**src/hw/rtl/arl_pkg.sv**
```systemverilog
// Package for the address range tag lookup block.
// Holds field widths, stream packing positions, mode and state codes, and the
// command/status structs shared by the controller and the datapath.
package arl_pkg;

    localparam int unsigned DEFAULT_TABLE_DEPTH = 4096;

    // Field widths
    localparam int MODE_W = 2;
    localparam int ADDR_W = 64;
    localparam int TAG_W  = 20;
    localparam int HELD_W = 13;

    // Input stream packing, lowest bit first; mode travels alone on tuser
    localparam int S_TUSER_W   = MODE_W;
    localparam int S_EADDR_LSB = 0;
    localparam int S_ETAG_LSB  = S_EADDR_LSB + ADDR_W;
    localparam int S_QADDR_LSB = S_ETAG_LSB + TAG_W;
    localparam int S_USED_W    = S_QADDR_LSB + ADDR_W;
    localparam int S_TDATA_W   = ((S_USED_W + 7) / 8) * 8;

    // Output stream packing, lowest bit first
    localparam int M_FOUND_LSB = 0;
    localparam int M_FTAG_LSB  = M_FOUND_LSB + 1;
    localparam int M_DROP_LSB  = M_FTAG_LSB + TAG_W;
    localparam int M_HELD_LSB  = M_DROP_LSB + 1;
    localparam int M_USED_W    = M_HELD_LSB + HELD_W;
    localparam int M_TDATA_W   = ((M_USED_W + 7) / 8) * 8;

    typedef enum logic [MODE_W-1:0] {
        MODE_LOAD   = 2'd0,
        MODE_LOOKUP = 2'd1,
        MODE_CLEAR  = 2'd2,
        MODE_NONE   = 2'd3
    } mode_t;

    typedef enum logic [3:0] {
        ST_IDLE,
        ST_DISPATCH,
        ST_SEARCH,
        ST_LOOK_KEY,
        ST_SEARCH2,
        ST_LOOK_TAG,
        ST_SHIFT_RD,
        ST_SHIFT_WR,
        ST_FINISH
    } state_t;

    typedef enum logic [3:0] {
        OP_NOP,
        OP_LATCH,
        OP_START_LOAD,
        OP_START_LOOK,
        OP_START_EXACT,
        OP_STEP,
        OP_RD_PREV,
        OP_RD_TAG,
        OP_SET_FOUND,
        OP_SET_DROP,
        OP_SH_INIT,
        OP_SH_RD,
        OP_SH_WR,
        OP_INSERT,
        OP_CLEAR,
        OP_OUT_LOAD
    } dp_op_t;

    typedef struct packed {
        dp_op_t op;
    } dp_cmd_t;

    typedef struct packed {
        mode_t mode;
        logic  full;
        logic  query_zero;
        logic  few_entries;
        logic  search_done;
        logic  lo_zero;
        logic  lo_at_count;
        logic  key_match;
        logic  shift_more;
        logic  out_busy;
    } dp_status_t;

endpackage

```
**src/hw/rtl/arl_ctrl.sv**
```systemverilog
// Controller state machine for the address range tag lookup block.
// Sequences searches, shifts and result hand-off; depends on arl_pkg.
module arl_ctrl
    import arl_pkg::*;
(
    input  logic       aclk,
    input  logic       aresetn,
    input  logic       s_tvalid,
    output logic       s_tready,
    input  dp_status_t status,
    output dp_cmd_t    cmd
);

    state_t state_reg;
    state_t state_next;

    // Hold state
    always_ff @(posedge aclk) begin
        if (!aresetn) begin
            state_reg <= ST_IDLE;
        end else begin
            state_reg <= state_next;
        end
    end

    // Next state
    always_comb begin
        state_next = state_reg;
        unique case (state_reg)
            ST_IDLE: begin
                if (s_tvalid) state_next = ST_DISPATCH;
            end
            ST_DISPATCH: begin
                unique case (status.mode)
                    MODE_LOAD:   state_next = status.full ? ST_FINISH : ST_SEARCH;
                    MODE_LOOKUP: state_next = (status.query_zero || status.few_entries)
                                              ? ST_FINISH : ST_SEARCH;
                    MODE_CLEAR:  state_next = ST_FINISH;
                    MODE_NONE:   state_next = ST_FINISH;
                    default:     state_next = ST_FINISH;
                endcase
            end
            ST_SEARCH: begin
                if (status.search_done) begin
                    if (status.mode == MODE_LOAD) state_next = ST_SHIFT_RD;
                    else if (status.lo_zero)      state_next = ST_FINISH;
                    else                          state_next = ST_LOOK_KEY;
                end
            end
            ST_LOOK_KEY: begin
                state_next = (status.lo_at_count && !status.key_match)
                             ? ST_FINISH : ST_SEARCH2;
            end
            ST_SEARCH2: begin
                if (status.search_done) state_next = ST_LOOK_TAG;
            end
            ST_LOOK_TAG: state_next = ST_FINISH;
            ST_SHIFT_RD: state_next = status.shift_more ? ST_SHIFT_WR : ST_FINISH;
            ST_SHIFT_WR: state_next = ST_SHIFT_RD;
            ST_FINISH: begin
                if (!status.out_busy) state_next = ST_IDLE;
            end
            default: state_next = ST_IDLE;
        endcase
    end

    // Datapath commands
    always_comb begin
        cmd.op = OP_NOP;
        unique case (state_reg)
            ST_IDLE: begin
                if (s_tvalid) cmd.op = OP_LATCH;
            end
            ST_DISPATCH: begin
                unique case (status.mode)
                    MODE_LOAD:   cmd.op = status.full ? OP_SET_DROP : OP_START_LOAD;
                    MODE_LOOKUP: cmd.op = (status.query_zero || status.few_entries)
                                          ? OP_NOP : OP_START_LOOK;
                    MODE_CLEAR:  cmd.op = OP_CLEAR;
                    MODE_NONE:   cmd.op = OP_NOP;
                    default:     cmd.op = OP_NOP;
                endcase
            end
            ST_SEARCH: begin
                if (!status.search_done)          cmd.op = OP_STEP;
                else if (status.mode == MODE_LOAD) cmd.op = OP_SH_INIT;
                else if (!status.lo_zero)          cmd.op = OP_RD_PREV;
            end
            ST_LOOK_KEY: begin
                if (!(status.lo_at_count && !status.key_match)) cmd.op = OP_START_EXACT;
            end
            ST_SEARCH2:  cmd.op = status.search_done ? OP_RD_TAG : OP_STEP;
            ST_LOOK_TAG: cmd.op = OP_SET_FOUND;
            ST_SHIFT_RD: cmd.op = status.shift_more ? OP_SH_RD : OP_INSERT;
            ST_SHIFT_WR: cmd.op = OP_SH_WR;
            ST_FINISH: begin
                if (!status.out_busy) cmd.op = OP_OUT_LOAD;
            end
            default: cmd.op = OP_NOP;
        endcase
    end

    assign s_tready = (state_reg == ST_IDLE);

endmodule

```
**config.mk**
```make
export PLATFORM = sky130hd
export DESIGN_NAME = arl_ctrl
export DESIGN_NICKNAME = d
export VERILOG_FILES = /design/src/hw/rtl/arl_pkg.sv /design/src/hw/rtl/arl_ctrl.sv
export SDC_FILE = /design/constraint.sdc
export NUM_CORES = 1
export LEC_CHECK = 0
export ABC_AREA = 1
export BUFFER_PORTS_ARGS = -buffer_cell sky130_fd_sc_hd__buf_2
export CAP_MARGIN = 30
export CELL_PAD_IN_SITES_DETAIL_PLACEMENT = 0
export CELL_PAD_IN_SITES_GLOBAL_PLACEMENT = 2
export CORE_MARGIN = 5
export CORE_UTILIZATION = 21
export CTS_CLUSTER_SIZE = 40
export DETAILED_ROUTE_END_ITERATION = 10
export PLACE_DENSITY_LB_ADDON = 0.3
export SKIP_CTS_REPAIR_TIMING = 1
export SYNTH_ARGS = -nofsm -noshare
export SYNTH_HDL_FRONTEND = slang
export SYNTH_SLANG_ARGS = --single-unit
```
**constraint.sdc**
```tcl
create_clock -name aclk -period 1.35 [get_ports aclk]
set_clock_uncertainty 0.1 [all_clocks]
set_input_delay 0.0675 -clock aclk [delete_from_list [all_inputs] [get_ports aclk]]
set_output_delay 0.0675 -clock aclk [all_outputs]
set_load 0.005 [all_outputs]
```
; ---- Yosys cells after proc, flatten, opt, wreduce, memory -nomap -nowiden
; Cells that the tools add are included.
[op_classes]
reduce_logical = 7
eq_ne = 15
n_mux = 24
[op_table]
columns = cell, n
row1 = 4-bit one-hot mux with 9 select lines, 2
row2 = 4-bit 2-to-1 mux, 14
row3 = "4-bit by 3-bit == test with 1-bit output, second input constant", 4
row4 = 4-bit one-hot mux with 4 select lines, 1
row5 = 4-bit one-hot mux with 3 select lines, 1
row6 = 3-bit 2-to-1 mux, 3
row7 = "4-bit by 2-bit == test with 1-bit output, second input constant", 2
row8 = "2-bit inequality test, second input constant", 4
row9 = "2-bit == test, second input constant", 2
row10 = "4-bit by 1-bit == test with 1-bit output, second input constant", 1
row11 = "4-bit == test, second input constant", 1
row12 = 4-bit zero test, 1
row13 = 2-bit 2-to-1 mux, 2
row14 = 4-bit AND reduction, 1
row15 = "2-bit by 1-bit == test with 1-bit output, second input constant", 1
row16 = 2-bit zero test, 1
row17 = 2-bit OR reduction, 1
row18 = 1-bit logical AND, 1
row19 = 1-bit zero test, 1
row20 = 1-bit logical OR, 1
row21 = 1-bit 2-to-1 mux, 1
[totals]
register_bits = 4
out_inout_bits = 5
in_bits = 14
word_cells = 47

; ---- Longest topological paths before layout
; Gate-level depths: netlist of run 1.
[depth]
depth_word = 4
depth_mapped = 8
ltp_nobuf = 8

; ---- Worst setup path before layout of run 1
; No wires, ideal clock.
[synth_path]
path_kind = register to register
start = reg state_reg[0]
end = reg state_reg[0]
path_slack_ns = 0.109
period_less_slack_ns = 1.241
t_arrival_ns = 1.022
path_stages_with_launch = 7
required_ns = 1.131
setup_time_ns = 0.119
cell_sequence = dfxtp_1 > nor2_1 > nand2_1 > o21ai_1 > nor2_2 > nand2_1 > nor3_2
[synth_between]
elab_chain_cells = 3
elab_cells_between_ends = 15
cone_classes = 12 x eq/ne / 1 x mux / 2 x reduce/logical
[synth_lines]
columns = item, line
row1 = from (decl), arl_ctrl.sv:14  ; state_t state_reg;
row2 = from (signal assigned), arl_ctrl.sv:22  ; state_reg <= state_next;
row3 = "4-bit by 3-bit == test with 1-bit output, or another cell as far along", arl_ctrl.sv:29  ; unique case (state_reg)
row4 = 2-bit inequality test (no source line), n/a
row5 = 4-bit AND reduction (no source line), n/a
; Several ways; a longest one is shown, not always the timed one.
; A chain may end at the register's enable or synchronous reset.

==> impl_metrics.env, run 1 <==
export IMPL_antenna_found_initial=0
export IMPL_synthCells=97
export IMPL_wl_per_cell_microns=9.903
export IMPL_place_hpwl_microns=1455
export IMPL_crit_path_start_kind="flop"
export IMPL_io_pins=19
export IMPL_synth_edff_count=0
export IMPL_dieArea_sq_um=3467
export IMPL_synthFlopType="dfxtp_1"
export IMPL_peakVddDrop_v=0.0004287
export IMPL_drc=0
export IMPL_worstMarginPinSlew_ns=0.2349
export IMPL_ys_ff_latch=4
export IMPL_cts_sinks=4
export IMPL_worst_slack_ns=-0.1535
export IMPL_arrival_ns=1.34
export IMPL_crit_path_max_fanout=5
export IMPL_cpPeakStageDelay_ns=0.36
export IMPL_leakage_nw=0.4683
export IMPL_numCtsBuffers=3
export IMPL_critPathKind="flop to output pin"
export IMPL_via_per_inst=4.442
export IMPL_synth_nets=111
export IMPL_synth_top_cell_area_share=0.2095
export IMPL_fmax_mhz=665.1
export IMPL_async_reset_ff_frac=0
export IMPL_fill_cells=277
export IMPL_synth_seq_area_share=0.1596
export IMPL_setup_viol=4
export IMPL_clk_path_buf_depth=2
export IMPL_fin_crit_sh=1.114
export IMPL_synth_top_area_cell="nand2_1"
export IMPL_die_x_microns=58.88
export IMPL_syn_to_final_growth_pct=74.56
export IMPL_synth_cell_types=15
export IMPL_status="finished with violations"
export IMPL_clock_latency_ns=0.23
export IMPL_drt_iter0_markers=21
export IMPL_largest_reg_flops=4
export IMPL_syn_avg_cell_area_sq_um=5.172
export IMPL_h_tree_depth=1
export IMPL_finalHoldViolations=0
export IMPL_required_ns=1.18
export IMPL_antenna_left=0
export IMPL_cts_tree="built"
export IMPL_antennaDiodeCount=0
export IMPL_grt_pass1_wl_microns=2656
export IMPL_drive_above_1_share=0.4745
export IMPL_yosysMostFrequentCell="nand2_1"
export IMPL_hold_path_class="primary input to flop"
export IMPL_cp_top_family="buffers and inverters"
export IMPL_netlist_top_cells_count="28 x nand2_1, 17 x inv_1, 13 x nand3_1"
export IMPL_drv_slew=0
export IMPL_period_minus_slack_ns=1.503
export IMPL_ys_top_cells_by_area="nand2_1 21%, dfxtp_1 16%, nand3_1 13%"
export IMPL_syn_area_sq_um=501.7
export IMPL_start_util=0.2225
export IMPL_grt_overflow_total=0
export IMPL_powerDensity_nw_per_um2=680.8
export IMPL_nNetsFinal=153
export IMPL_end_kind="output pin"
export IMPL_grt_max_degree=6
export IMPL_grt_total_usage=0.09888
export IMPL_finalWirelength_microns=1634
export IMPL_yosys_warnings=0
export IMPL_clkTransAtPathRegs_ns=0.03
export IMPL_place_congestion=0.8089
export IMPL_placementRows=17
export IMPL_coreArea_sq_um=2255
export IMPL_rsz0062_at_grt="true"
export IMPL_io_buffers=18
export IMPL_grt_pass1_vias=662
export IMPL_violations="negative setup slack"
export IMPL_cpMaxStageDelayCell="dfxtp_4"
export IMPL_cts_root_buf="clkbuf_4"
export IMPL_die_h_microns=58.88
export IMPL_worst_path_buf_inv=3
export IMPL_vias=733
export IMPL_dr_pass1_iters=4
export IMPL_drv_cap=0
export IMPL_power_mw=0.5962
export IMPL_worstPathCellList="nor2_4, buf_6, buf_4, nor2_1, a21oi_1, o211ai_1, buf_2"
export IMPL_final_core_util=0.3885
export IMPL_max_slew_margin=0.8427
==> stage by stage <==
step,hold slack [ns],TNS [ns],worst slack (ns),area [sq um],cells
floorplan,0.1311,0,0.1092,501.7,97
global placement,0.2528,-0.1770,-0.07805,754.5,160
detailed placement,0.2658,-0.1501,-0.08567,754.5,160
CTS,0.02336,-1.152,-0.3292,777.0,163
global route,0.05263,-1.060,-0.2570,875.8,165
finish,0.02545,-0.5064,-0.1535,875.8,165
==> final timing paths <==
check / startpoint / endpoint / slack [ns] / cells past startpoint
worst min register to register: state_reg[3] / state_reg[0] / 0.46 / 3
worst max-delay path: state_reg[0] / cmd[3] / -0.15 / 7
worst min-delay path: aresetn / state_reg[1] / 0.03 / 3
worst max register to register: state_reg[2] / state_reg[0] / 0.06 / 8
==> placed cells by master (no fill, tap or decap) <==
cell type  Yosys  routed
o21ai_2        0       1
inv_2          0       4
inv_1         17      12
a21oi_2        0       1
nand2_1       28      24
inv_4          0       1
nand2_2        0       4
buf_2          0      18
nor3_1         3       1
nor2_4         1       5
nand3_2        0       1
dfxtp_2        0       2
nor2_2         2       1
buf_6          0       3
and2_1         1       1
o211ai_1       3       3
nor2_1        11       8
a21oi_1        7       6
nand4_1        3       3
nor3_2         1       3
nand3_1       13      12
o21ai_0        2       1
o21ai_1        1       1
buf_4          0      16
dfxtp_4        0       2
clkbuf_4       0       3
==> layer usage <==
layer,share of wire,up-vias,global-route usage
met3,0.047,0,0.02412
met4,0,0,0.03883
li1,-,402,-
met2,0.51,12,0.1735
met5,0,-,0
met1,0.44,319,0.1138
==> layout make-up <==
cell class	count	area, sq um	share of cell area
inverters	17	66.31	0.07571
repair buffers	37	244.0	0.2786
multi-input cells	76	417.9	0.4771
well taps	28	35.03	0.04000
clock buffers	3	22.52	0.02571
flip-flops and latches	4	90.09	0.1029
==> where the power goes <==
part / switching (mW) / internal, mW
registers: 0.0202 / 0.132
logic: 0.157 / 0.145
clock network: 0.0426 / 0.0990
total: 0.220 / 0.376
==> worst register-to-register path, stage by stage (launching register included) <==
cell and delay, ns:
dfxtp_2 0.34, inv_4 0.05, buf_6 0.11, buf_4 0.12, nand4_1 0.11, nand2_2 0.08
nor2_4 0.12, nand2_2 0.06, nor3_2 0.13
==> kinds of logic (layout without fill, tap and decap cells) <==
logic type / count (synthesis) / in the layout / share of synthesized area
flip-flops: 4 / 4 / 0.1596
buffers and inverters: 17 / 57 / 0.1272
AO/OA/AOI/OAI: 13 / 13 / 0.1446
AND/OR/NAND/NOR: 63 / 63 / 0.5686
No activity file was read; power rests on OpenSTA's default activity.
==> run 2: changes to the inputs <==
--- a/config.mk
+++ b/config.mk
@@ -10,6 +10,7 @@
 export CAP_MARGIN = 30
 export CELL_PAD_IN_SITES_DETAIL_PLACEMENT = 0
 export CELL_PAD_IN_SITES_GLOBAL_PLACEMENT = 2
+export CORE_ASPECT_RATIO = 1.2
 export CORE_MARGIN = 5
 export CORE_UTILIZATION = 21
 export CTS_CLUSTER_SIZE = 40
==> run 2 against run 1 <==
Effect of this change: the run still ends with negative setup slack left; fmax is 1.8% lower; critical path depth stayed put; core utilization is 1.3 points lower; largest cell class unchanged.
==> impl_metrics.env, run 2 (same netlist as run 1, synthesis figures left out) <==
export IMPL_period_minus_slack_ns=1.531
export IMPL_max_slew_margin=0.8327
export IMPL_grt_total_usage=0.1072
export IMPL_setup_viol=4
export IMPL_drt_iter0_markers=5
export IMPL_ff2ff_setup_slack_ns=0.04
export IMPL_grt_max_degree=8
export IMPL_cts_sinks=4
export IMPL_drv_slew=0
export IMPL_crit_path_start_kind="flop"
export IMPL_rr_worst_depth=8
export IMPL_io_buffers=18
export IMPL_dr_pass1_iters=4
export IMPL_drive_above_1_share=0.4627
export IMPL_worst_slack_ns=-0.1806
export IMPL_antenna_found_initial=0
export IMPL_r2r_start="state_reg[3]"
export IMPL_largest_reg_flops=4
export IMPL_leakage_nw=0.4577
export IMPL_worstMarginPinSlew_ns=0.2491
export IMPL_grt_pass1_wl_microns=2808
export IMPL_powerDensity_nw_per_um2=696.0
export IMPL_worstReg2RegEnd="state_reg[3]"
export IMPL_place_hpwl_microns=1460
export IMPL_violations="negative setup slack"
export IMPL_peakVddDrop_v=0.0004655
export IMPL_cts_root_buf="clkbuf_4"
export IMPL_placementRows=19
export IMPL_rsz0062_at_grt="true"
export IMPL_critPathKind="flop to output pin"
export IMPL_final_core_util=0.3755
export IMPL_drc=0
export IMPL_layout_cells_most_common="nand2_1"
export IMPL_clkTransAtPathRegs_ns=0.03
export IMPL_start_util=0.2198
export IMPL_required_ns=1.18
export IMPL_fin_crit_sh=1.134
export IMPL_fmax_mhz=653.3
export IMPL_arrival_ns=1.36
export IMPL_place_ws_ns=-0.1979
export IMPL_clock_latency_ns=0.23
export IMPL_syn_to_final_growth_pct=70.82
export IMPL_crit_path_max_fanout=4
export IMPL_place_congestion=0.7926
export IMPL_die_h_microns=63.55
export IMPL_min_path_cells=3
export IMPL_nNetsFinal=150
export IMPL_drv_cap=0
export IMPL_numCtsBuffers=3
export IMPL_hold_path_end="state_reg[1]"
export IMPL_end_kind="output pin"
export IMPL_via_per_inst=4.436
export IMPL_finalHoldViolations=0
export IMPL_min_delay_start="aresetn"
export IMPL_grt_overflow_total=0
export IMPL_vias=732
export IMPL_antennaDiodeCount=0
export IMPL_die_x_microns=54.62
export IMPL_io_pins=19
export IMPL_antenna_left=0
export IMPL_clk_path_buf_depth=2
export IMPL_dieArea_sq_um=3471
export IMPL_h_tree_depth=1
export IMPL_status="finished with violations"
export IMPL_hold_path_class="primary input to flop"
export IMPL_coreArea_sq_um=2282
export IMPL_final_cell_mix="23 x nand2_1, 18 x buf_2, 14 x buf_4"
export IMPL_finalWirelength_microns=1771
export IMPL_cts_tree="built"
export IMPL_wl_per_cell_microns=10.73
export IMPL_grt_pass1_vias=701
[run 2: cell types whose count changed in the layout (fill, tap and decap cells not counted), sizes merged]
| cell | previous run | this run |
|---|---|---|
| buf | 37 | 34 |
[run 2: through the flow]
step	hold WS, ns	std cells	area, sq um	power [mW]	setup TNS (ns)
floorplan	0.1311	97	501.7	0.2807	0
global placement	0.2678	161	743.2	0.4114	-0.3819
detailed placement	0.2674	161	743.2	0.4072	-0.3619
CTS	0.02875	164	765.7	0.5519	-1.385
global route	0.05801	165	857.1	0.6516	-1.123
finish	0.02531	165	857.1	0.5965	-0.6083
[run 2: final cells by class]
cell class,instances,area (sq um)
Fill cell,266,1425
Multi-Input combinational cell,76,419.2
Timing Repair Buffer,34,217.7
Sequential cell,4,92.59
Inverter,17,66.31
Tap cell,31,38.79
Clock buffer,3,22.52
[run 2: worst max-delay path by stage]
stage | start | end | slack [ns] | cells after the start
2_1_floorplan | state_reg[0] | state_reg[0] | 0.11 | 6
3_3_place_gp | state_reg[3] | cmd[1] | -0.20 | 8
3_5_place_dp | state_reg[2] | cmd[1] | -0.20 | 8
4_1_cts | state_reg[3] | cmd[1] | -0.45 | 8
5_1_grt | state_reg[3] | cmd[1] | -0.27 | 8
6_report | state_reg[2] | cmd[2] | -0.18 | 7
[run 2: where the power goes]
part,internal [mW],switching [mW],total [mW],leakage [nW]
clock,0.0987,0.0391,0.138,0.0138
sequential,0.131,0.0203,0.151,0.0353
combinational,0.140,0.167,0.307,0.409
[run 2: worst max-delay path, stage by stage, from the launching register on]
cell	delay, ns
dfxtp_2	0.35
inv_4	0.05
buf_6	0.11
nand4_1	0.13
o211ai_1	0.14
nor2_2	0.15
nand3_1	0.08
buf_2	0.13
[run 2: per-layer routing]
layer  track usage  part of all wire  vias up
met1        0.1271              0.42      318
met3       0.02123             0.039        6
met4       0.06854             0.023        0
met2        0.1672              0.52       17
li1              -                 -      391
met5             0                 0        -
==> run 3: changes to the inputs <==
--- a/config.mk
+++ b/config.mk
@@ -5,14 +5,14 @@
 export SDC_FILE = /design/constraint.sdc
 export NUM_CORES = 1
 export LEC_CHECK = 0
-export ABC_AREA = 1
+export ABC_AREA = 0
 export BUFFER_PORTS_ARGS = -buffer_cell sky130_fd_sc_hd__buf_2
 export CAP_MARGIN = 30
 export CELL_PAD_IN_SITES_DETAIL_PLACEMENT = 0
 export CELL_PAD_IN_SITES_GLOBAL_PLACEMENT = 2
 export CORE_ASPECT_RATIO = 1.2
 export CORE_MARGIN = 5
-export CORE_UTILIZATION = 21
+export CORE_UTILIZATION = 26
 export CTS_CLUSTER_SIZE = 40
 export DETAILED_ROUTE_END_ITERATION = 10
 export PLACE_DENSITY_LB_ADDON = 0.3
==> run 3 against run 2 <==
Effect of this change: the flow still finishes with violations (negative setup slack); synthesized area rose by 28%; register-to-register slack got worse by 0.24 ns; wire length rose by 26%; non-clock buffer count rose by 11; combinational power rose by 7.8%; total power rose by 3.4%; via count rose by 11%; largest power group unchanged.
==> impl_metrics.env, run 3 <==
export IMPL_numCtsBuffers=3
export IMPL_synthCells=91
export IMPL_arrival_ns=1.56
export IMPL_die_h_microns=64.38
export IMPL_place_hpwl_microns=1744
export IMPL_setup_viol=8
export IMPL_clk_path_buf_depth=2
export IMPL_place_congestion=0.8586
export IMPL_period_minus_slack_ns=1.728
export IMPL_peakVddDrop_v=0.0003136
export IMPL_ff2ff_setup_slack_ns=-0.20
export IMPL_antennaDiodeCount=0
export IMPL_final_cell_mix="23 x buf_4, 18 x buf_2, 7 x nor2_1"
export IMPL_cts_root_buf="clkbuf_4"
export IMPL_violations="negative setup slack"
export IMPL_hold_path_class="primary input to flop"
export IMPL_coreArea_sq_um=2330
export IMPL_hold_path_end="state_reg[1]"
export IMPL_vias=810
export IMPL_worstReg2RegEnd="state_reg[3]"
export IMPL_grt_pass1_wl_microns=3532
export IMPL_antenna_left=0
export IMPL_cpMaxStageDelayCell="nor4b_4"
export IMPL_placementRows=19
export IMPL_min_delay_start="aresetn"
export IMPL_largest_reg_flops=4
export IMPL_crit_path_start_kind="flop"
export IMPL_cts_tree="built"
export IMPL_placed_cells=155
export IMPL_worst_path_buf_inv=2
export IMPL_synth_top_area_cell="dfxtp_1"
export IMPL_synth_top_cell_area_share=0.1250
export IMPL_nNetsFinal=146
export IMPL_grt_pass1_vias=815
export IMPL_h_tree_depth=1
export IMPL_io_buffers=18
export IMPL_netlist_top_cells_count="8 x a21oi_1, 8 x nor2_1, 6 x buf_6, 6 x nand2b_1"
export IMPL_drive_above_1_share=0.5231
export IMPL_final_core_util=0.4458
export IMPL_worstMarginPinSlew_ns=0.2976
export IMPL_syn_area_sq_um=640.6
export IMPL_drv_cap=0
export IMPL_syn_avg_cell_area_sq_um=7.040
export IMPL_synth_seq_area_share=0.1250
export IMPL_synthFlopType="dfxtp_1"
export IMPL_max_slew_margin=0.8008
export IMPL_finalNonFillerCells=161
export IMPL_fin_crit_sh=1.280
export IMPL_start_util=0.2750
export IMPL_rr_worst_depth=5
export IMPL_status="finished with violations"
export IMPL_antenna_found_initial=0
export IMPL_die_x_microns=55.31
export IMPL_r2r_start="state_reg[3]"
export IMPL_cpPeakStageDelay_ns=0.35
export IMPL_clock_latency_ns=0.24
export IMPL_drt_iter0_markers=21
export IMPL_rsz0062_at_grt="true"
export IMPL_grt_total_usage=0.1206
export IMPL_worstPathCellList="buf_6, nor4b_4, nor2b_4, a22oi_1, o21ai_1, buf_2"
export IMPL_fin_setup_tns_ns=-1.717
export IMPL_finalHoldViolations=0
export IMPL_dieArea_sq_um=3561
export IMPL_async_reset_ff_frac=0
export IMPL_synth_nets=105
export IMPL_dr_pass1_iters=4
export IMPL_cts_sinks=4
export IMPL_syn_to_final_growth_pct=62.11
export IMPL_finalWirelength_microns=2227
export IMPL_critPathKind="flop to output pin"
export IMPL_clkTransAtPathRegs_ns=0.04
export IMPL_drc=0
export IMPL_layout_cells_most_common="buf_4"
export IMPL_synth_cell_types=37
export IMPL_synth_edff_count=0
export IMPL_powerDensity_nw_per_um2=593.8
export IMPL_grt_overflow_total=0
export IMPL_fmax_mhz=578.8
export IMPL_ys_ff_latch=4
export IMPL_drv_slew=0
export IMPL_end_kind="output pin"
export IMPL_grt_max_degree=13
export IMPL_ys_top_cells_by_area="dfxtp_1 13%, buf_6 11%, a21oi_1 6.3%"
export IMPL_wl_per_cell_microns=13.83
export IMPL_worst_slack_ns=-0.3778
export IMPL_io_pins=19
export IMPL_crit_path_max_fanout=4
export IMPL_yosys_warnings=0
export IMPL_via_per_inst=5.031
export IMPL_required_ns=1.18
export IMPL_power_mw=0.6167
export IMPL_leakage_nw=0.4328
export IMPL_min_path_cells=3
export IMPL_cp_top_family="simple AND/OR/NAND/NOR gates"
[run 3: how the worst max path moves through the flow]
| stage | start | to | slack (ns) | cells after the start |
|---|---|---|---|---|
| after detailed placement | state_reg[1] | state_reg[3] | -0.21 | 5 |
| after global routing | state_reg[3] | cmd[0] | -0.45 | 6 |
| after global placement | state_reg[2] | state_reg[3] | -0.22 | 5 |
| after CTS | state_reg[0] | cmd[0] | -0.45 | 5 |
| final | state_reg[3] | cmd[0] | -0.38 | 6 |
| after floorplan | state_reg[1] | state_reg[3] | -0.06 | 5 |
[run 3: metal layers]
| metal | vias up | track usage | share of wire |
|---|---|---|---|
| met5 | - | 0 | 0 |
| met4 | 0 | 0.03040 | 0 |
| met3 | 0 | 0.02616 | 0.044 |
| met2 | 18 | 0.2204 | 0.52 |
| met1 | 376 | 0.1415 | 0.44 |
| li1 | 416 | - | - |
[run 3: layout make-up]
class | instances | area, sq um
sequential | 4 | 88.84
clock buffer | 3 | 22.52
inverter | 3 | 11.26
multi-input combinational | 75 | 543.0
fill | 255 | 1291
timing repair buffer | 45 | 334.1
tap | 31 | 38.79
[run 3: kinds of logic (layout without fill, tap and decap cells)]
group	Yosys count	in the layout	synth area share
flops	4	4	0.1250
simple gates	40	40	0.3652
buf+inv	12	51	0.1445
compound gates	34	34	0.3496
mux	1	1	0.01563
[run 3: power by group]
group          internal [mW]  switching (mW)
clock                 0.0993          0.0474
sequential             0.126          0.0125
combinational          0.179           0.152
total                  0.404           0.212
[run 3: tightest hold or removal path, stage by stage]
cell      delay [ns]
buf_2           0.12
nand2b_1        0.11
o22ai_2         0.08
[run 3: metrics by stage]
stage          hold slack, ns  instance area (sq um)  worst slack, ns
2_1_floorplan          0.1449                  660.6         -0.05785
4_1_cts               0.08459                  948.4          -0.4451
3_5_place_dp           0.3270                  925.9          -0.2055
5_1_grt                0.1120                   1039          -0.4474
6_report              0.09967                   1039          -0.3778
3_3_place_gp           0.3378                  925.9          -0.2161
